### src/hw/rtl/lps_pkg.sv
package lps_pkg;

   localparam int CLIP_BITS = 11;
   localparam int CSR_INDEX_BITS = 4;

   localparam logic [CSR_INDEX_BITS-1:0] CSR_CLIP_WIDTH = 4'd0;
   localparam logic [CSR_INDEX_BITS-1:0] CSR_CLIP_HEIGHT = 4'd1;

   localparam logic [CLIP_BITS-1:0] CLIP_WIDTH_RESET = 11'd800;
   localparam logic [CLIP_BITS-1:0] CLIP_HEIGHT_RESET = 11'd600;

   localparam logic MODE_LOAD = 1'b0;
   localparam logic MODE_STEP = 1'b1;

   typedef struct packed {
      logic emit;
      logic in_window;
      logic last;
   } pixel_flags_type;

endpackage

### src/hw/rtl/lps_line_core.sv
module lps_line_core #(
   parameter int COORD_BITS = 12
) (
   input  logic                          clock,
   input  logic                          reset,
   input  logic [lps_pkg::CLIP_BITS-1:0] clip_width,
   input  logic [lps_pkg::CLIP_BITS-1:0] clip_height,
   input  logic                          advance,
   input  logic                          mode,
   input  logic signed [COORD_BITS-1:0]  start_x,
   input  logic signed [COORD_BITS-1:0]  start_y,
   input  logic signed [COORD_BITS-1:0]  end_x_in,
   input  logic signed [COORD_BITS-1:0]  end_y_in,
   output logic signed [COORD_BITS-1:0]  pixel_x,
   output logic signed [COORD_BITS-1:0]  pixel_y,
   output lps_pkg::pixel_flags_type      flags
);

   localparam int ERR_BITS = COORD_BITS + 2;
   localparam int CMP_BITS =
      ((COORD_BITS > lps_pkg::CLIP_BITS) ? COORD_BITS : lps_pkg::CLIP_BITS) + 1;

   logic signed [COORD_BITS-1:0] cur_x_ff, cur_x_in;
   logic signed [COORD_BITS-1:0] cur_y_ff, cur_y_in;
   logic signed [COORD_BITS-1:0] goal_x_ff, goal_x_in;
   logic signed [COORD_BITS-1:0] goal_y_ff, goal_y_in;
   logic [COORD_BITS-1:0]        delta_x_ff, delta_x_in;
   logic [COORD_BITS-1:0]        delta_y_ff, delta_y_in;
   logic                         step_x_neg_ff, step_x_neg_in;
   logic                         step_y_neg_ff, step_y_neg_in;
   logic signed [ERR_BITS-1:0]   error_ff, error_in;
   logic                         active_ff, active_in;

   logic signed [COORD_BITS:0]   diff_x, diff_y;
   logic signed [COORD_BITS:0]   mag_x, mag_y;
   logic                         load_x_neg, load_y_neg;
   logic [COORD_BITS-1:0]        load_dx, load_dy;
   logic signed [ERR_BITS:0]     e2, neg_dy, pos_dx;
   logic                         move_x, move_y;
   logic                         in_window, is_last;
   logic [CMP_BITS-1:0]          cmp_x, cmp_y, cmp_w, cmp_h;
   logic [COORD_BITS-1:0]        unit_x, unit_y;

   // endpoint setup on load
   always_comb begin
      diff_x = $signed({end_x_in[COORD_BITS-1], end_x_in})
             - $signed({start_x[COORD_BITS-1], start_x});
      diff_y = $signed({end_y_in[COORD_BITS-1], end_y_in})
             - $signed({start_y[COORD_BITS-1], start_y});
      load_x_neg = diff_x[COORD_BITS] || (diff_x == '0);
      load_y_neg = diff_y[COORD_BITS] || (diff_y == '0);
      mag_x = diff_x[COORD_BITS] ? -diff_x : diff_x;
      mag_y = diff_y[COORD_BITS] ? -diff_y : diff_y;
      load_dx = mag_x[COORD_BITS-1:0];
      load_dy = mag_y[COORD_BITS-1:0];
   end

   // current pixel and one error step
   always_comb begin
      cmp_x = {{(CMP_BITS-COORD_BITS){1'b0}}, cur_x_ff};
      cmp_y = {{(CMP_BITS-COORD_BITS){1'b0}}, cur_y_ff};
      cmp_w = {{(CMP_BITS-lps_pkg::CLIP_BITS){1'b0}}, clip_width};
      cmp_h = {{(CMP_BITS-lps_pkg::CLIP_BITS){1'b0}}, clip_height};
      in_window = !cur_x_ff[COORD_BITS-1] && (cmp_x < cmp_w)
               && !cur_y_ff[COORD_BITS-1] && (cmp_y < cmp_h);
      is_last = (cur_x_ff == goal_x_ff) && (cur_y_ff == goal_y_ff);

      e2 = $signed({error_ff, 1'b0});
      neg_dy = -$signed({3'b000, delta_y_ff});
      pos_dx = $signed({3'b000, delta_x_ff});
      move_x = e2 > neg_dy;
      move_y = e2 < pos_dx;
      unit_x = step_x_neg_ff ? {COORD_BITS{1'b1}} : {{(COORD_BITS-1){1'b0}}, 1'b1};
      unit_y = step_y_neg_ff ? {COORD_BITS{1'b1}} : {{(COORD_BITS-1){1'b0}}, 1'b1};
   end

   always_comb begin
      cur_x_in      = cur_x_ff;
      cur_y_in      = cur_y_ff;
      goal_x_in     = goal_x_ff;
      goal_y_in     = goal_y_ff;
      delta_x_in    = delta_x_ff;
      delta_y_in    = delta_y_ff;
      step_x_neg_in = step_x_neg_ff;
      step_y_neg_in = step_y_neg_ff;
      error_in      = error_ff;
      active_in     = active_ff;
      if (advance) begin
         if (mode == lps_pkg::MODE_LOAD) begin
            cur_x_in      = start_x;
            cur_y_in      = start_y;
            goal_x_in     = end_x_in;
            goal_y_in     = end_y_in;
            delta_x_in    = load_dx;
            delta_y_in    = load_dy;
            step_x_neg_in = load_x_neg;
            step_y_neg_in = load_y_neg;
            error_in      = $signed({2'b00, load_dx}) - $signed({2'b00, load_dy});
            active_in     = 1'b1;
         end else if (active_ff) begin
            if (is_last) begin
               active_in = 1'b0;
            end else begin
               error_in = error_ff
                        - (move_x ? $signed({2'b00, delta_y_ff}) : '0)
                        + (move_y ? $signed({2'b00, delta_x_ff}) : '0);
               if (move_x) begin
                  cur_x_in = cur_x_ff + $signed(unit_x);
               end
               if (move_y) begin
                  cur_y_in = cur_y_ff + $signed(unit_y);
               end
            end
         end
      end
   end

   always_ff @(posedge clock) begin
      if (reset) begin
         cur_x_ff      <= '0;
         cur_y_ff      <= '0;
         goal_x_ff     <= '0;
         goal_y_ff     <= '0;
         delta_x_ff    <= '0;
         delta_y_ff    <= '0;
         step_x_neg_ff <= 1'b0;
         step_y_neg_ff <= 1'b0;
         error_ff      <= '0;
         active_ff     <= 1'b0;
      end else begin
         cur_x_ff      <= cur_x_in;
         cur_y_ff      <= cur_y_in;
         goal_x_ff     <= goal_x_in;
         goal_y_ff     <= goal_y_in;
         delta_x_ff    <= delta_x_in;
         delta_y_ff    <= delta_y_in;
         step_x_neg_ff <= step_x_neg_in;
         step_y_neg_ff <= step_y_neg_in;
         error_ff      <= error_in;
         active_ff     <= active_in;
      end
   end

   assign pixel_x         = cur_x_ff;
   assign pixel_y         = cur_y_ff;
   assign flags.emit      = (mode == lps_pkg::MODE_STEP) && active_ff;
   assign flags.in_window = in_window;
   assign flags.last      = is_last;

endmodule

### src/hw/rtl/line_pixel_stepper_top.sv
// path: a step request is registered in the input stage, and its pixel then in the
// output register that drives rsp_
// throughput: one request per cycle, loads and steps alike, unless a pixel waits
// on a stalled rsp_ channel; the line core registers each error and position update
// reset: synchronous, active high; clears both channel valids and the line,
// and sets the clip window to 800 by 600
module line_pixel_stepper_top #(
   parameter int COORD_BITS = 12
) (
   input  logic                              clock,
   input  logic                              reset,
   // request channel
   input  logic                              req_tvalid,
   output logic                              req_tready,
   input  logic [((4*COORD_BITS+7)/8)*8-1:0] req_tdata,  // start_x, start_y, end_x_in, end_y_in
   input  logic                              req_tuser,  // mode
   // response channel
   output logic                              rsp_tvalid,
   input  logic                              rsp_tready,
   output logic [((2*COORD_BITS+7)/8)*8-1:0] rsp_tdata,  // pixel_x, pixel_y
   output logic                              rsp_tuser,  // inside_res
   output logic                              rsp_tlast,
   // register write channel
   input  logic                              csr_valid,
   output logic                              csr_ready,
   input  logic [lps_pkg::CSR_INDEX_BITS-1:0] csr_index,
   input  logic [lps_pkg::CLIP_BITS-1:0]     csr_data
);

   localparam int RSP_BITS = ((2*COORD_BITS+7)/8)*8;

   logic [lps_pkg::CLIP_BITS-1:0] clip_width_ff, clip_height_ff;

   logic                         in_valid_ff;
   logic                         in_mode_ff;
   logic signed [COORD_BITS-1:0] in_x0_ff, in_y0_ff, in_x1_ff, in_y1_ff;

   logic                         out_valid_ff, out_valid_in;
   logic signed [COORD_BITS-1:0] out_x_ff, out_y_ff;
   logic                         out_inside_ff, out_last_ff;

   logic                         advance;
   logic signed [COORD_BITS-1:0] pix_x, pix_y;
   lps_pkg::pixel_flags_type     flags;

   assign csr_ready = 1'b1;

   always_ff @(posedge clock) begin
      if (reset) begin
         clip_width_ff  <= lps_pkg::CLIP_WIDTH_RESET;
         clip_height_ff <= lps_pkg::CLIP_HEIGHT_RESET;
      end else if (csr_valid && csr_ready) begin
         case (csr_index)
            lps_pkg::CSR_CLIP_WIDTH:  clip_width_ff  <= csr_data;
            lps_pkg::CSR_CLIP_HEIGHT: clip_height_ff <= csr_data;
            default: ;
         endcase
      end
   end

   // held item moves on unless its pixel has nowhere to go
   assign advance    = in_valid_ff && (!flags.emit || !out_valid_ff || rsp_tready);
   assign req_tready = !in_valid_ff || advance;

   always_ff @(posedge clock) begin
      if (reset) begin
         in_valid_ff <= 1'b0;
      end else if (req_tready) begin
         in_valid_ff <= req_tvalid;
      end
   end

   always_ff @(posedge clock) begin
      if (req_tvalid && req_tready) begin
         in_mode_ff <= req_tuser;
         in_x0_ff   <= req_tdata[COORD_BITS-1:0];
         in_y0_ff   <= req_tdata[2*COORD_BITS-1:COORD_BITS];
         in_x1_ff   <= req_tdata[3*COORD_BITS-1:2*COORD_BITS];
         in_y1_ff   <= req_tdata[4*COORD_BITS-1:3*COORD_BITS];
      end
   end

   lps_line_core #(
      .COORD_BITS(COORD_BITS)
   ) u_core (
      .clock       (clock),
      .reset       (reset),
      .clip_width  (clip_width_ff),
      .clip_height (clip_height_ff),
      .advance     (advance),
      .mode        (in_mode_ff),
      .start_x     (in_x0_ff),
      .start_y     (in_y0_ff),
      .end_x_in    (in_x1_ff),
      .end_y_in    (in_y1_ff),
      .pixel_x     (pix_x),
      .pixel_y     (pix_y),
      .flags       (flags)
   );

   always_comb begin
      out_valid_in = out_valid_ff && !rsp_tready;
      if (advance && flags.emit) begin
         out_valid_in = 1'b1;
      end
   end

   always_ff @(posedge clock) begin
      if (reset) begin
         out_valid_ff <= 1'b0;
      end else begin
         out_valid_ff <= out_valid_in;
      end
   end

   always_ff @(posedge clock) begin
      if (advance && flags.emit) begin
         out_x_ff      <= pix_x;
         out_y_ff      <= pix_y;
         out_inside_ff <= flags.in_window;
         out_last_ff   <= flags.last;
      end
   end

   assign rsp_tvalid = out_valid_ff;
   assign rsp_tdata  = {{(RSP_BITS-2*COORD_BITS){1'b0}}, out_y_ff, out_x_ff};
   assign rsp_tuser  = out_inside_ff;
   assign rsp_tlast  = out_last_ff;

endmodule

### config.mk
export PLATFORM = sky130hd
export DESIGN_NAME = line_pixel_stepper_top
export DESIGN_NICKNAME = d
export VERILOG_FILES = /design/src/hw/rtl/lps_pkg.sv /design/src/hw/rtl/lps_line_core.sv /design/src/hw/rtl/line_pixel_stepper_top.sv
export SDC_FILE = /design/constraint.sdc
export NUM_CORES = 1
export LEC_CHECK = 0
export ABC_AREA = 1
export BUFFER_PORTS_ARGS = -buffer_cell sky130_fd_sc_hd__clkbuf_2
export CORE_AREA = 2 2 146 148
export CTS_BUF_LIST = sky130_fd_sc_hd__clkbuf_8
export DETAILED_ROUTE_END_ITERATION = 8
export DIE_AREA = 0 0 148 150
export GPL_ROUTABILITY_DRIVEN = 0
export PLACE_DENSITY = 0.89
export SLEW_MARGIN = 20
export SYNTH_ARGS = -nofsm -noshare
export SYNTH_HDL_FRONTEND = slang
export SYNTH_SLANG_ARGS = --single-unit
### constraint.sdc
create_clock -name clock -period 4.95 [get_ports clock]
set_clock_uncertainty 0.15 [all_clocks]
set_input_delay 0.495 -clock clock [delete_from_list [all_inputs] [get_ports clock]]
set_output_delay 0.495 -clock clock [all_outputs]
set_load 0.1 [all_outputs]
==> results of run 1 <==
-- cell families after synthesis --
| logic type | Yosys count | synth area share (%) |
|---|---|---|
| adders and majority gates | 136 | 14.3 |
| buffers and inverters | 314 | 9.44 |
| other | 1 | 0.0292 |
| DFF | 188 | 35.2 |
| AOI/OAI and AO/OA | 357 | 14.8 |
| xor gates and xnor gates | 52 | 3.55 |
| and+or+nand+nor | 707 | 22.7 |
-- critical path, delay by kind of cell, from the launching register on --
| kind | cells | cell delay (ns) |
|---|---|---|
| fa+ha+maj | 4 | 1.27 |
| simple gates | 13 | 1.81 |
| xor+xnor | 2 | 0.29 |
| flops | 1 | 0.35 |
| compound gates | 5 | 0.51 |
| buf+inv | 5 | 0.51 |
-- layout by cell type (no fill, tap or decap), drive strengths merged, types with 5 or more instances in the layout --
master	netlist	final
clkbuf	33	113
o21ai	155	155
buf	8	20
dfxtp	113	113
xnor2	13	13
o211ai	5	5
xor2	39	39
a21o	11	11
clkinv	2	7
inv	271	280
fa	17	17
edfxtp	75	75
nor2	187	187
nand3	104	104
nand3b	7	7
a21oi	159	159
nand2	364	364
nor3	23	23
nand4	15	15
ha	119	119
o21bai	5	5
-- routing by layer --
layer	GRT usage (%)	up-vias	wire length, um
met3	4.76	183	3920
li1	-	5954	-
met4	15.9	0	2100
met1	39.5	5641	13800
met2	50.2	798	16200
met5	0	-	0
-- report_power, final --
part	switching [W]	internal [W]
Clock	0.000613	0.000365
Combinational	0.00131	0.000752
Sequential	0.0000923	0.00169
Total	0.00201	0.00281
-- metrics by stage --
step                setup slack [ns]  hold WS, ns
floorplan                      0.372        0.274
global placement             -0.0382        0.293
detailed placement            -0.312        0.302
CTS                           0.0630       0.0124
global route                  -0.342      0.00555
finish                       -0.0654       0.0158
-- cell type report --
cell class              count  area, um2
clock buffers              17        234
clock inverters            15        133
fillers                  1611       6370
inverters                 273       1030
multi-input cells        1253       7420
flip-flops and latches    188       4520
well taps                 275        344
repair buffers            116        638
-- worst paths after layout --
check,start,to
setup / recovery,u_core.delta_y_ff[1]$_SDFFE_PP0P_,u_core.error_ff[6]$_SDFFE_PP0P_
hold / removal,req_tdata[1],in_x0_ff[1]$_DFFE_PP_
setup reg to reg,u_core.delta_y_ff[1]$_SDFFE_PP0P_,u_core.error_ff[6]$_SDFFE_PP0P_
hold reg to reg,clip_height_ff[5]$_SDFFE_PP0P_,clip_height_ff[5]$_SDFFE_PP0P_
-- timing repair --
action	in CTS	in global routing
resized for setup	7	88
pin swaps	0	35
setup buffers	0	12
endpoints found under the setup margin	9	12
==> flow_summary.json, run 1 <==
{
  "htreeDepth": 4,
  "worst_slack_ns": -0.0654,
  "overflow": 0,
  "post-route-period-util_pct": 101,
  "ctsRootBufferMaster": "clkbuf_8",
  "reg2reg_depth": 29,
  "largest_reg_flops": 14,
  "post-route-util_pct": 69.2,
  "p_per_area_nw_per_um2": 337,
  "core_area_um2": 20700,
  "synth.top_cell.area_share_pct": 17.6,
  "async_flop_share_pct": 0,
  "setup_viol": 8,
  "clkLatencyLatePin_ns": 0.49,
  "cts.clk_slew.worst_paths_ns": 0.11,
  "start_util_pct": 62.0,
  "synth_most_common_cell": "nand2_1",
  "fin_cells": 2137,
  "row_count": 53,
  "cts_made_buffers": 17,
  "grtUsageTotal_pct": 30.7,
  "first_pass_iters": 8,
  "finalHoldViolations": 0,
  "clock-sinks": 188,
  "rsz0062_at_grt": "yes",
  "outcome": "finished with violations",
  "grt_pass1_wl_mm": 53.8,
  "drc": 0,
  "synth_top_area_cell": "dfxtp_1",
  "finalMaxSlewViolations": 0,
  "antenna_found_initial": 0,
  "io-pin-count": 98,
  "die_w_um": 148,
  "cpPeakStageDelay_ns": 0.53,
  "routed_wl_mm": 36.0,
  "final_layout_size_suffix_gt1_share_pct": 12.0,
  "p_leak_nw": 7.08,
  "drtIter0Drc": 1439,
  "finalSetupTns_ns": -0.312,
  "syn_area_um2": 12800,
  "critical_path_class": "register to register",
  "grt_max_degree": 54,
  "finalCriticalPeriod_ns": 5.02,
  "startpoint_type": "register",
  "dp.cells": 2093,
  "power_w": 0.00482,
  "cts_tree": "built",
  "endpoint_kind": "register",
  "place_hpwl_mm": 26.1,
  "portBuffers": 96,
  "diodes": 0,
  "holdBufCountCts": 0,
  "die_y_um": 150,
  "synth_cells": 1755,
  "viasPerCell": 5.88,
  "synth_common_cells": "362 x nand2_1, 267 x inv_1, 187 x nor2_1, 158 x a21oi_1, 154 x o21ai_0",
  "vias": 12600,
  "peakVddDrop_v": 0.000214,
  "grt_pass1_vias": 11300,
  "clockBufferDepth": 2,
  "synth-main-ff-cell": "dfxtp_1",
  "syn_area_per_cell_um2": 7.31,
  "top_register": "u_core.error_ff",
  "min_path_type": "input port to register",
  "violations": "setup timing",
  "reg2reg_slack_ns": -0.07,
  "worstMarginPinSlew_ns": 1.02,
  "cpMaxStageDelayCell": "fa_1",
  "nets": 2054,
  "post_dp_cell_area_um2": 13500,
  "ys_types": 43,
  "critPathRequiredTime_ns": 5.19,
  "detail-route-antenna-nets": 0,
  "synth_edf_count": 75,
  "critPathArrivalTime_ns": 5.25,
  "max-cap-violations": 0,
  "yosysSeqAreaShare_pct": 35.2,
  "syn2layout_area_growth_pct": 11.7,
  "hold_depth": 1,
  "yosysWarnings": 0,
  "slew_headroom_pct": 32.0,
  "syn-num-nets": 1960,
  "routedWlPerCell_um": 16.9,
  "synth_area_leaders": "dfxtp_1 18%, edfxtp_1 18%, ha_1 12%, nand2_1 11%, inv_1 7.8%",
  "synth_seq_cells": 188,
  "die_area_um2": 22200,
  "path_max_fanout": 7,
  "fmax_ghz": 0.199,
  "final_area_um2": 14300
}
No activity file was read; power rests on OpenSTA's default activity.
==> inputs of run 2 (changes only) <==
--- a/config.mk
+++ b/config.mk
@@ -7,10 +7,10 @@
 export LEC_CHECK = 0
 export ABC_AREA = 1
 export BUFFER_PORTS_ARGS = -buffer_cell sky130_fd_sc_hd__clkbuf_2
-export CORE_AREA = 2 2 146 148
+export CORE_AREA = 2 2 163 133
 export CTS_BUF_LIST = sky130_fd_sc_hd__clkbuf_8
 export DETAILED_ROUTE_END_ITERATION = 8
-export DIE_AREA = 0 0 148 150
+export DIE_AREA = 0 0 165 135
 export GPL_ROUTABILITY_DRIVEN = 0
 export PLACE_DENSITY = 0.89
 export SLEW_MARGIN = 20
==> run 2 against run 1 <==
  * Hold slack got worse by 0.016 ns
  * Setup slack got worse by 0.079 ns
  * Fmax fell by 1.5%
  * The run ends with hold timing, setup timing left
  * Clock-buffer cell count did not move
  * Design area barely moved
  * Critical path depth rose by 1
  * Global-route usage rose by 1.1 points
  * Sequential share of layout area barely moved
  * Largest power group unchanged
==> flow_summary.json, run 2 (synthesis gave the netlist of run 1 again) <==
{
  "syn2layout_area_growth_pct": 11.7,
  "routed_wl_mm": 36.2,
  "worst_slack_ns": -0.144,
  "finalCriticalPeriod_ns": 5.09,
  "multiInputGateArea_um2": 7400,
  "row_count": 47,
  "grt_pass1_wl_mm": 55.7,
  "drtIter0Drc": 1666,
  "cts_made_buffers": 17,
  "overflow": 0,
  "start_util_pct": 62.5,
  "nFillCells": 1533,
  "critical_path_class": "register to register",
  "grtUsageTotal_pct": 31.8,
  "path_max_fanout": 5,
  "post-route-util_pct": 69.8,
  "largest_reg_flops": 14,
  "mostFrequentLayoutCells": "358 x nand2_1, 263 x inv_1, 172 x nor2_1",
  "max-cap-violations": 0,
  "p_per_area_nw_per_um2": 340,
  "clock-sinks": 188,
  "die_y_um": 135,
  "finalHoldViolations": 1,
  "cpPeakStageDelay_ns": 0.43,
  "violations": "hold timing, setup timing",
  "antenna_found_initial": 0,
  "path_common_cell": "nand2_1",
  "finalMaxSlewViolations": 0,
  "vias": 12600,
  "endpoint_kind": "register",
  "top_register": "u_core.error_ff",
  "worstMarginPinSlew_ns": 1.01,
  "cts.clk_slew.worst_paths_ns": 0.13,
  "crit_start": "u_core.delta_y_ff[1]$_SDFFE_PP0P_",
  "seq_area_um2": 4520,
  "clkLatencyLatePin_ns": 0.51,
  "post-route-period-util_pct": 103,
  "fin_cells": 2130,
  "io-pin-count": 98,
  "peakVddDrop_v": 0.000223,
  "startpoint_type": "register",
  "setup_viol": 9,
  "r2r-start": "u_core.delta_y_ff[1]$_SDFFE_PP0P_",
  "fmax_ghz": 0.196,
  "viasPerCell": 5.92,
  "die_w_um": 165,
  "hp-start": "req_tdata[1]",
  "min_path_type": "input port to register",
  "cts_tree": "built",
  "grt_pass1_vias": 11500,
  "whs_ns": -0.000393,
  "nets": 2053,
  "grt_max_degree": 54,
  "die_area_um2": 22300,
  "portBuffers": 96,
  "critPathArrivalTime_ns": 5.29,
  "core_area_um2": 20500,
  "diodes": 0,
  "final_layout_size_suffix_gt1_share_pct": 11.6,
  "htreeDepth": 4,
  "dp.cells": 2087,
  "cpMaxStageDelayCell": "fa_1",
  "clockBufferDepth": 2,
  "slew_headroom_pct": 32.4,
  "place_hpwl_mm": 25.5,
  "final_area_um2": 14300,
  "ctsRootBufferMaster": "clkbuf_8",
  "outcome": "finished with violations",
  "post_dp_cell_area_um2": 13500,
  "routedWlPerCell_um": 17.0,
  "drc": 0,
  "p_leak_nw": 7.09,
  "final_common_cell": "nand2_1",
  "finalSetupTns_ns": -0.912,
  "critPathRequiredTime_ns": 5.15,
  "rsz0062_at_grt": "yes",
  "detail-route-antenna-nets": 0,
  "first_pass_iters": 8
}
[run 2: cell types whose count changed in the layout (fill, tap and decap cells not counted), sizes merged]
cell	change
buf	-5
dlygate4sd3	+3
nand3	+1
inv	+1
clkinv	-1
[run 2: path summary, 6_finish.rpt]
kind / slack (ns) / endpoint / cells past startpoint
worst max-delay path: -0.14 / u_core.error_ff[8]$_SDFFE_PP0P_ / 30
worst min-delay path: -0.0004 / in_x0_ff[1]$_DFFE_PP_ / 1
worst max register to register: -0.14 / u_core.error_ff[8]$_SDFFE_PP0P_ / 30
worst min register to register: 0.32 / u_core.goal_y_ff[9]$_SDFFE_PP0P_ / 2
[run 2: area by class of cell]
type	count	area share, %
clock buffers	17	1.63
clock inverters	15	1.17
inverters	273	7.18
multi-input cells	1254	51.7
flip-flops and latches	188	31.6
well taps	269	2.35
repair buffers	114	4.38
[run 2: layer usage]
metal	wire [um]	GRT usage [%]	part of all wire, %	up-vias
met3	4440	7.25	12	166
met1	14600	43.8	40	5643
met2	15400	48.3	43	842
met5	0	0	0	-
li1	-	-	-	5955
met4	1780	13.4	4.9	0
[run 2: through the flow]
stage	setup WS, ns	total power (W)
floorplan	0.372	0.00308
global placement	0.0357	0.00346
CTS	0.0383	0.00458
global route	-0.307	0.00512
detailed placement	-0.223	0.00352
finish	-0.144	0.00487
[run 2: critical path, delay by kind of cell, from the launching register on]
| kind | cells | cell delay [ns] |
|---|---|---|
| AO/OA/AOI/OAI | 6 | 0.90 |
| XOR/XNOR | 1 | 0.18 |
| adder cells (fa/ha/maj) | 4 | 1.14 |
| buffers and inverters | 4 | 0.37 |
| flip-flops | 1 | 0.39 |
| AND/OR/NAND/NOR | 15 | 1.83 |
[run 2: what timing repair did]
action	CTS	global route
hold endpoints to repair	0	3
pin swaps	0	14
gates resized for setup	4	74
hold buffers	0	3
setup buffers	0	7
setup endpoints to repair	11	12
gates cloned	0	1
[run 2: report_power, final]
| group | total (W) | internal, W | switching, W |
|---|---|---|---|
| combinational | 0.00203 | 0.000725 | 0.00131 |
| clock | 0.00105 | 0.000386 | 0.000668 |
| sequential | 0.00179 | 0.00169 | 0.0000959 |
